## config.mk

```make
export PLATFORM = sky130hd
export DESIGN_NAME = vtv_ctrl
export DESIGN_NICKNAME = d
export VERILOG_FILES = /design/src/rtl/vtv_pkg.sv /design/src/rtl/vtv_ctrl.sv
export SDC_FILE = /design/constraint.sdc
export NUM_CORES = 1
export LEC_CHECK = 0
export ABC_AREA = 1
export BUFFER_PORTS_ARGS = -buffer_cell sky130_fd_sc_hd__buf_2
export CORE_MARGIN = 3
export CORE_UTILIZATION = 57
export CTS_CLUSTER_DIAMETER = 40
export DETAILED_ROUTE_END_ITERATION = 16
export PLACE_DENSITY = 0.9
export SLEW_MARGIN = 20
export SYNTH_ARGS = -nofsm -noshare
export SYNTH_HDL_FRONTEND = slang
export SYNTH_SLANG_ARGS = --single-unit
```

## constraint.sdc

```tcl
create_clock -name clk -period 3.2 [get_ports clk]
set_input_delay 0.16 -clock clk [delete_from_list [all_inputs] [get_ports clk]]
set_output_delay 0.16 -clock clk [all_outputs]
set_load 0.01 [all_outputs]
```

## src/rtl/vtv_pkg.sv

```systemverilog
package vtv_pkg;

  // Item commands.
  localparam logic [1:0] CMD_LOAD    = 2'd0;
  localparam logic [1:0] CMD_COMBINE = 2'd1;
  localparam logic [1:0] CMD_VERTEX  = 2'd2;

  // Matrix code that selects no source matrix.
  localparam logic [1:0] MAT_NONE = 2'd3;

  // Configuration register indexes.
  localparam logic [2:0] CFG_ORG_X  = 3'd0;
  localparam logic [2:0] CFG_ORG_Y  = 3'd1;
  localparam logic [2:0] CFG_SIZE_W = 3'd2;
  localparam logic [2:0] CFG_SIZE_H = 3'd3;
  localparam logic [2:0] CFG_EPS    = 3'd4;

  // Screen offset math: the scale magnitude is split at this bit for the
  // shared multiplier, and the offset is clamped to this limit.
  localparam int unsigned MS_SPLIT  = 20;
  localparam int unsigned OFF_LIMIT = 1048576;
  localparam int unsigned OFF_W     = 21;

  typedef enum logic [1:0] {
    OPA_SRC = 2'd0,
    OPA_PRD = 2'd1,
    OPA_MAG = 2'd2
  } opa_t;

  typedef enum logic [2:0] {
    OPB_SRC  = 3'd0,
    OPB_PRD  = 3'd1,
    OPB_POS  = 3'd2,
    OPB_MSHI = 3'd3,
    OPB_MSLO = 3'd4
  } opb_t;

  typedef enum logic [1:0] {
    DST_PRD = 2'd0,
    DST_VEC = 2'd1,
    DST_PH  = 2'd2,
    DST_PL  = 2'd3
  } dst_t;

  // One multiply issue; it travels down the multiply pipeline as a tag.
  typedef struct packed {
    logic       valid;
    opa_t       opa;
    opb_t       opb;
    logic       first;
    logic       last;
    dst_t       dst;
    logic [4:0] idx;
    logic [1:0] k;
  } mac_t;

  typedef struct packed {
    logic       take;
    logic       clr_we;
    logic [5:0] clr_addr;
    logic       src_load;
    mac_t       mac;
    logic [5:0] ra0;
    logic [5:0] ra1;
    logic       set_wz;
    logic       div_start;
    logic [1:0] div_sel;
    logic       ndc_wr;
    logic       scr_sum;
    logic       scr_fin;
    logic       coord;
    logic       out_load;
  } ctrl_t;

  typedef struct packed {
    logic w_zero;
    logic div_done;
  } status_t;

endpackage

```

## src/rtl/vtv_ctrl.sv

```systemverilog
module vtv_ctrl (
  input  logic             clk,
  input  logic             rst,
  input  logic             in_valid,
  output logic             in_stall,
  input  logic [1:0]       command,
  input  logic [1:0]       matrix_id,
  output logic             out_valid,
  input  logic             out_stall,
  input  vtv_pkg::status_t status,
  output vtv_pkg::ctrl_t   ctrl
);

  typedef enum logic [11:0] {
    S_CLEAR   = 12'b0000_0000_0001,
    S_IDLE    = 12'b0000_0000_0010,
    S_LOAD    = 12'b0000_0000_0100,
    S_MV      = 12'b0000_0000_1000,
    S_GAP     = 12'b0000_0001_0000,
    S_MVP     = 12'b0000_0010_0000,
    S_VTX     = 12'b0000_0100_0000,
    S_DRAIN   = 12'b0000_1000_0000,
    S_DIVGO   = 12'b0001_0000_0000,
    S_DIVWAIT = 12'b0010_0000_0000,
    S_SCR     = 12'b0100_0000_0000,
    S_DONE    = 12'b1000_0000_0000
  } state_t;

  state_t     state, state_next;
  logic [5:0] cnt, cnt_next;
  logic [1:0] j, j_next;
  logic       coord, coord_next;
  logic       is_vtx, is_vtx_next;

  always_ff @(posedge clk) begin
    if (rst) begin
      state     <= S_CLEAR;
      cnt       <= '0;
      j         <= '0;
      coord     <= 1'b0;
      is_vtx    <= 1'b0;
      out_valid <= 1'b0;
    end else begin
      state     <= state_next;
      cnt       <= cnt_next;
      j         <= j_next;
      coord     <= coord_next;
      is_vtx    <= is_vtx_next;
      out_valid <= ctrl.out_load | (out_valid & out_stall);
    end
  end

  assign in_stall = (state != S_IDLE);

  always_comb begin
    state_next  = state;
    cnt_next    = cnt;
    j_next      = j;
    coord_next  = coord;
    is_vtx_next = is_vtx;
    ctrl        = '0;
    ctrl.coord  = coord;
    ctrl.div_sel = j;

    unique case (state)
      S_CLEAR: begin
        ctrl.clr_we   = 1'b1;
        ctrl.clr_addr = cnt;
        cnt_next      = cnt + 1'b1;
        if (cnt == 6'd47) begin
          cnt_next   = '0;
          state_next = S_IDLE;
        end
      end
      S_IDLE: begin
        if (in_valid) begin
          ctrl.take   = 1'b1;
          cnt_next    = '0;
          is_vtx_next = 1'b0;
          unique case (command)
            vtv_pkg::CMD_LOAD:
              state_next = (matrix_id == vtv_pkg::MAT_NONE) ? S_DONE : S_LOAD;
            vtv_pkg::CMD_COMBINE:
              state_next = S_MV;
            vtv_pkg::CMD_VERTEX: begin
              is_vtx_next = 1'b1;
              state_next  = S_VTX;
            end
            default:
              state_next = S_DONE;
          endcase
        end
      end
      S_LOAD: begin
        ctrl.src_load = 1'b1;
        state_next    = S_DONE;
      end
      S_MV: begin
        // modelview[r][c] += view[r][k] * model[k][c]
        ctrl.mac.valid = 1'b1;
        ctrl.mac.opa   = vtv_pkg::OPA_SRC;
        ctrl.mac.opb   = vtv_pkg::OPB_SRC;
        ctrl.mac.first = (cnt[1:0] == 2'd0);
        ctrl.mac.last  = (cnt[1:0] == 2'd3);
        ctrl.mac.dst   = vtv_pkg::DST_PRD;
        ctrl.mac.idx   = {1'b0, cnt[5:4], cnt[3:2]};
        ctrl.ra0       = {2'b01, cnt[5:4], cnt[1:0]};
        ctrl.ra1       = {2'b00, cnt[1:0], cnt[3:2]};
        cnt_next       = cnt + 1'b1;
        if (cnt == 6'd63) begin
          cnt_next   = '0;
          state_next = S_GAP;
        end
      end
      S_GAP: begin
        // Let the last modelview writes land before they are read back.
        cnt_next = cnt + 1'b1;
        if (cnt == 6'd2) begin
          cnt_next   = '0;
          state_next = S_MVP;
        end
      end
      S_MVP: begin
        ctrl.mac.valid = 1'b1;
        ctrl.mac.opa   = vtv_pkg::OPA_SRC;
        ctrl.mac.opb   = vtv_pkg::OPB_PRD;
        ctrl.mac.first = (cnt[1:0] == 2'd0);
        ctrl.mac.last  = (cnt[1:0] == 2'd3);
        ctrl.mac.dst   = vtv_pkg::DST_PRD;
        ctrl.mac.idx   = {1'b1, cnt[5:4], cnt[3:2]};
        ctrl.ra0       = {2'b10, cnt[5:4], cnt[1:0]};
        ctrl.ra1       = {2'b00, cnt[1:0], cnt[3:2]};
        cnt_next       = cnt + 1'b1;
        if (cnt == 6'd63) begin
          cnt_next   = '0;
          state_next = S_DRAIN;
        end
      end
      S_VTX: begin
        // Eye rows first, then clip rows, four products per row.
        ctrl.mac.valid = 1'b1;
        ctrl.mac.opa   = vtv_pkg::OPA_PRD;
        ctrl.mac.opb   = vtv_pkg::OPB_POS;
        ctrl.mac.first = (cnt[1:0] == 2'd0);
        ctrl.mac.last  = (cnt[1:0] == 2'd3);
        ctrl.mac.dst   = vtv_pkg::DST_VEC;
        ctrl.mac.idx   = {2'b00, cnt[4:2]};
        ctrl.mac.k     = cnt[1:0];
        ctrl.ra0       = {1'b0, cnt[4:0]};
        cnt_next       = cnt + 1'b1;
        if (cnt == 6'd31) begin
          cnt_next   = '0;
          state_next = S_DRAIN;
        end
      end
      S_DRAIN: begin
        cnt_next = cnt + 1'b1;
        if (cnt == 6'd2) begin
          cnt_next   = '0;
          j_next     = '0;
          state_next = is_vtx ? S_DIVGO : S_DONE;
        end
      end
      S_DIVGO: begin
        if (status.w_zero) begin
          ctrl.set_wz = 1'b1;
          state_next  = S_DONE;
        end else begin
          ctrl.div_start = 1'b1;
          state_next     = S_DIVWAIT;
        end
      end
      S_DIVWAIT: begin
        if (status.div_done) begin
          ctrl.ndc_wr = 1'b1;
          if (j == 2'd2) begin
            cnt_next   = '0;
            coord_next = 1'b0;
            state_next = S_SCR;
          end else begin
            j_next     = j + 1'b1;
            state_next = S_DIVGO;
          end
        end
      end
      S_SCR: begin
        // Two partial products of the scale go through the multiply pipeline,
        // then the clamp and the origin add.
        cnt_next = cnt + 1'b1;
        unique case (cnt[2:0])
          3'd0: begin
            ctrl.mac.valid = 1'b1;
            ctrl.mac.opa   = vtv_pkg::OPA_MAG;
            ctrl.mac.opb   = vtv_pkg::OPB_MSHI;
            ctrl.mac.dst   = vtv_pkg::DST_PH;
            ctrl.mac.k     = {1'b0, coord};
          end
          3'd1: begin
            ctrl.mac.valid = 1'b1;
            ctrl.mac.opa   = vtv_pkg::OPA_MAG;
            ctrl.mac.opb   = vtv_pkg::OPB_MSLO;
            ctrl.mac.dst   = vtv_pkg::DST_PL;
            ctrl.mac.k     = {1'b0, coord};
          end
          3'd4: ctrl.scr_sum = 1'b1;
          3'd5: begin
            ctrl.scr_fin = 1'b1;
            cnt_next     = '0;
            if (coord) begin
              state_next = S_DONE;
            end else begin
              coord_next = 1'b1;
            end
          end
          default: ;
        endcase
      end
      S_DONE: begin
        if (!out_valid || !out_stall) begin
          ctrl.out_load = 1'b1;
          state_next    = S_IDLE;
        end
      end
      default: begin
        state_next = S_IDLE;
      end
    endcase
  end

endmodule

```

==> metrics.md <==
| Metric | Value |
|---|---|
| DR WL met3 | roughly 470 µm |
| Comb power frac | 0.697 |
| Core Footprint | between 3000 and 4000 µm² |
| Syn Area/Cell | between 6 and 7 µm² |
| CTS Sinks | 23 |
| Placed Area | 2390 µm² |
| Synth Flop Type | dfxtp_1 |
| Grt ovf | 0 |
| Total CTS buffers | 3 |
| CP startpoint kind | flop |
| Status | finished, final reports clean |
| Synth cell count leaders | 65 x nand2_1, 60 x nor2_1, 47 x inv_1, 23 x dfxtp_1, 23 x nand3_1 |
| CP Cell Sequence | nor2_2, nand2_4, nor2_8, nand2_4, nor3_1, inv_1, o22ai_1, buf_2 |
| Critical path origin | state[0] |
| Number of H-tree levels | 1 |
| First-pass GRT wire length | around 9000 µm |
| Worst Reg2Reg Path Length in Cells | 12 |
| Routability congestion estimate | 0.914 |
| HPWL after detailed placement | 4420 µm |
| Mapped cell area | 2100 µm² |
| Post-CTS Setup Inserts | 0 |
| Register area | between 400 and 500 µm² |
| Hold path start | out_stall |
| ANT cells | 0 |
| Critical path's slowest cell | dfxtp_1 |
| 1st-pass router iterations | 5 |
| Worst R2R Start | cnt[1] |
| Post-CTS sizing | 0 |
| Worst R2R End | state[3] |
| Final net count | 403 |
| Clk pwr share | 0.090 |
| Final Slew Violations | 0 |
| Area delta synth->final | 16.2% |
| Min Clock Period, post-route | approximately 2.2 ns |
| Final hold vios | 0 |
| LEAKAGE | about 1.4 nW |
| Peak supply drop | slightly above 0.0006 V |
| GRT Total Usage | 0.265 |
| Iter 0 DRT Violations | ~120 |
| Crit path to | ctrl[21] |
| Hold Slack | 0.162 ns |
| Row count | 21 |
| Layout cell share with drive strength beyond 1 | 0.289 |
| Initial antenna violation count | 0 |
| TritonCTS clock tree | done |
| Endpoints failing setup | 0 |
| Seq cells post-synth | 23 |
| Switching Share | 0.567 |
| Number of fill cells | 292 |
| Internal power | about 900 µW |
| Data arrival time of the worst path | 2.02 ns |
| Worst Path Max Fanout | 10 |
| Cell variety after synth | 36 |
| Area of the multi-input gates | 1380 µm² |
| Post-route cell area | approximately 2400 µm² |
| Post-synth EDFFs | 0 |
| Vias in the first global route | ~2.1k |
| Die height | around 67 µm |
| TNS Setup | 0 ns |
| Pwr dens | approximately 840 nW/µm² |
| Clock slew at reported path FFs | about 0.08 ns |
| Worst-skew pair later-pin latency | 0.27 ns |
| Vias per cell | approximately 5.3 |
| Max-cap violations | 0 |
| Routed WL per cell | roughly 13 µm |
| Sequential fraction of the synthesis area | 0.219 |
| Total power draw | 2.04 mW |
| Final ANT Viol Nets | 0 |
| Hold crit path type | primary input to flop |
| Area leader, netlist | dfxtp_1 |
| CP Buf/Inv Count | 2 |
| Root buffer cell | clkbuf_8 |
| Met2 WL post-DR | about 2600 µm |
| Highest metal used | met4 |
| P_sw | between 1 and 1.5 mW |
| DR DRC count | 0 |
| IO Pins | approximately 60 |
| Largest net degree at the start of global routing | 14 |
| Slowest cell delay on critical path | 0.36 ns |
| Most common cell in the netlist | nand2_1 |
| Async set or reset register ratio after synthesis | 0 |
| Via count | ~2.3k |
| Reg power frac | 0.214 |
| Top cell type's share of synthesized area | 0.219 |
| Synth top area cells | dfxtp_1 22%, nand2_1 12%, nor2_1 11% |
| Detailed-route wire length | roughly 5500 µm |
| Die area | between 4000 and 5000 µm² |
| Clock buffer depth | 2 |
| Chip width | 66.7 µm |
| Fin crit share | 0.680 |
| CP top delay family | simple AND/OR/NAND/NOR gates |
| Kind of critical path | flop to primary output |
| Critical Path Stages | 8 |
| Reg2reg setup slack | around 1.2 ns |
| Most common cell on crit path | nand2_4 |
| Effective utilization at floorplan | 0.610 |
| Worst Setup End Kind | primary output |
| Max Freq | roughly 0.46 GHz |
| PortBufs | 56 |
| RSZ-0062 raised after global routing | false |
| Req. time, crit path | 3.04 ns |
| Hold Buf Count CTS | 0 |
| Yosys warnings | 0 |
| DRT met1 WL | about 2400 µm |
| Clk_skew | around 0.0028 ns |
| Syn Inst Count | around 330 |
-- placed cells by master (no fill, tap or decap), types with 7 or more instances in the layout --
cell type	instances
a21oi_1	10
buf_2	56
dfxtp_1	23
inv_1	47
inv_2	7
nand2_1	65
nand2_2	8
nand2_4	12
nand3_1	23
nor2_1	60
nor2_2	7
nor3_1	13
o21ai_0	10
-- registers in the layout, indices dropped and copies added, names as in the netlist --
register / count
coord: 1
state: 12
j: 2
cnt: 6
out_valid: 1
is_vtx: 1
-- worst min path at each step --
| stage | endpoint | slack (ns) | cells past startpoint |
|---|---|---|---|
| floorplan | out_valid | 0.32 | 2 |
| global placement | out_valid | 0.44 | 3 |
| detailed placement | out_valid | 0.45 | 3 |
| CTS | out_valid | 0.16 | 3 |
| global route | out_valid | 0.17 | 3 |
| finish | out_valid | 0.16 | 3 |
-- metal layers --
layer | track usage | vias up
met5 | 0 | -
met2 | 0.431 | 108
li1 | - | 1140
met1 | 0.355 | 1022
met3 | 0.0455 | 6
met4 | 0.0812 | 0
-- tightest hold or removal path: stages --
cell	delay [ns]
buf_2	0.09
nand2_1	0.07
a21oi_1	0.06
-- cells by family after synthesis --
family                     synth area share
DFF                                   0.219
adders and majority gates            0.0298
other                               0.00179
and+or+nand+nor                       0.537
AOI/OAI and AO/OA                    0.0858
buffers and inverters                 0.126
-- power by group through the flow --
| stage | registers [mW] | logic [mW] | clock network, mW |
|---|---|---|---|
| 6_report | 0.437 | 1.42 | 0.183 |
| 5_1_grt | 0.447 | 1.57 | 0.203 |
| 4_1_cts | 0.436 | 1.40 | 0.190 |
| 3_5_place_dp | 0.443 | 1.39 | 0 |
| 3_3_place_gp | 0.435 | 1.36 | 0 |
| 2_1_floorplan | 0.421 | 1.13 | 0 |
-- area by class of cell --
| cell class | instances | share of cell area |
|---|---|---|
| repair buffers | 56 | 0.115 |
| flip-flops and latches | 23 | 0.189 |
| inverters | 57 | 0.0888 |
| well taps | 46 | 0.0236 |
| clock inverters | 1 | 0.00205 |
| multi-input cells | 247 | 0.565 |
| clock buffers | 3 | 0.0169 |
-- through the flow --
stage               cells  utilization  worst slack (ns)
floorplan             334            -              1.49
finish                433        0.708              1.02
global placement      429        0.695              1.37
CTS                   433        0.708              1.03
global route          433        0.708             0.905
detailed placement    429        0.695              1.26
(Power assumes the default switching activity.)
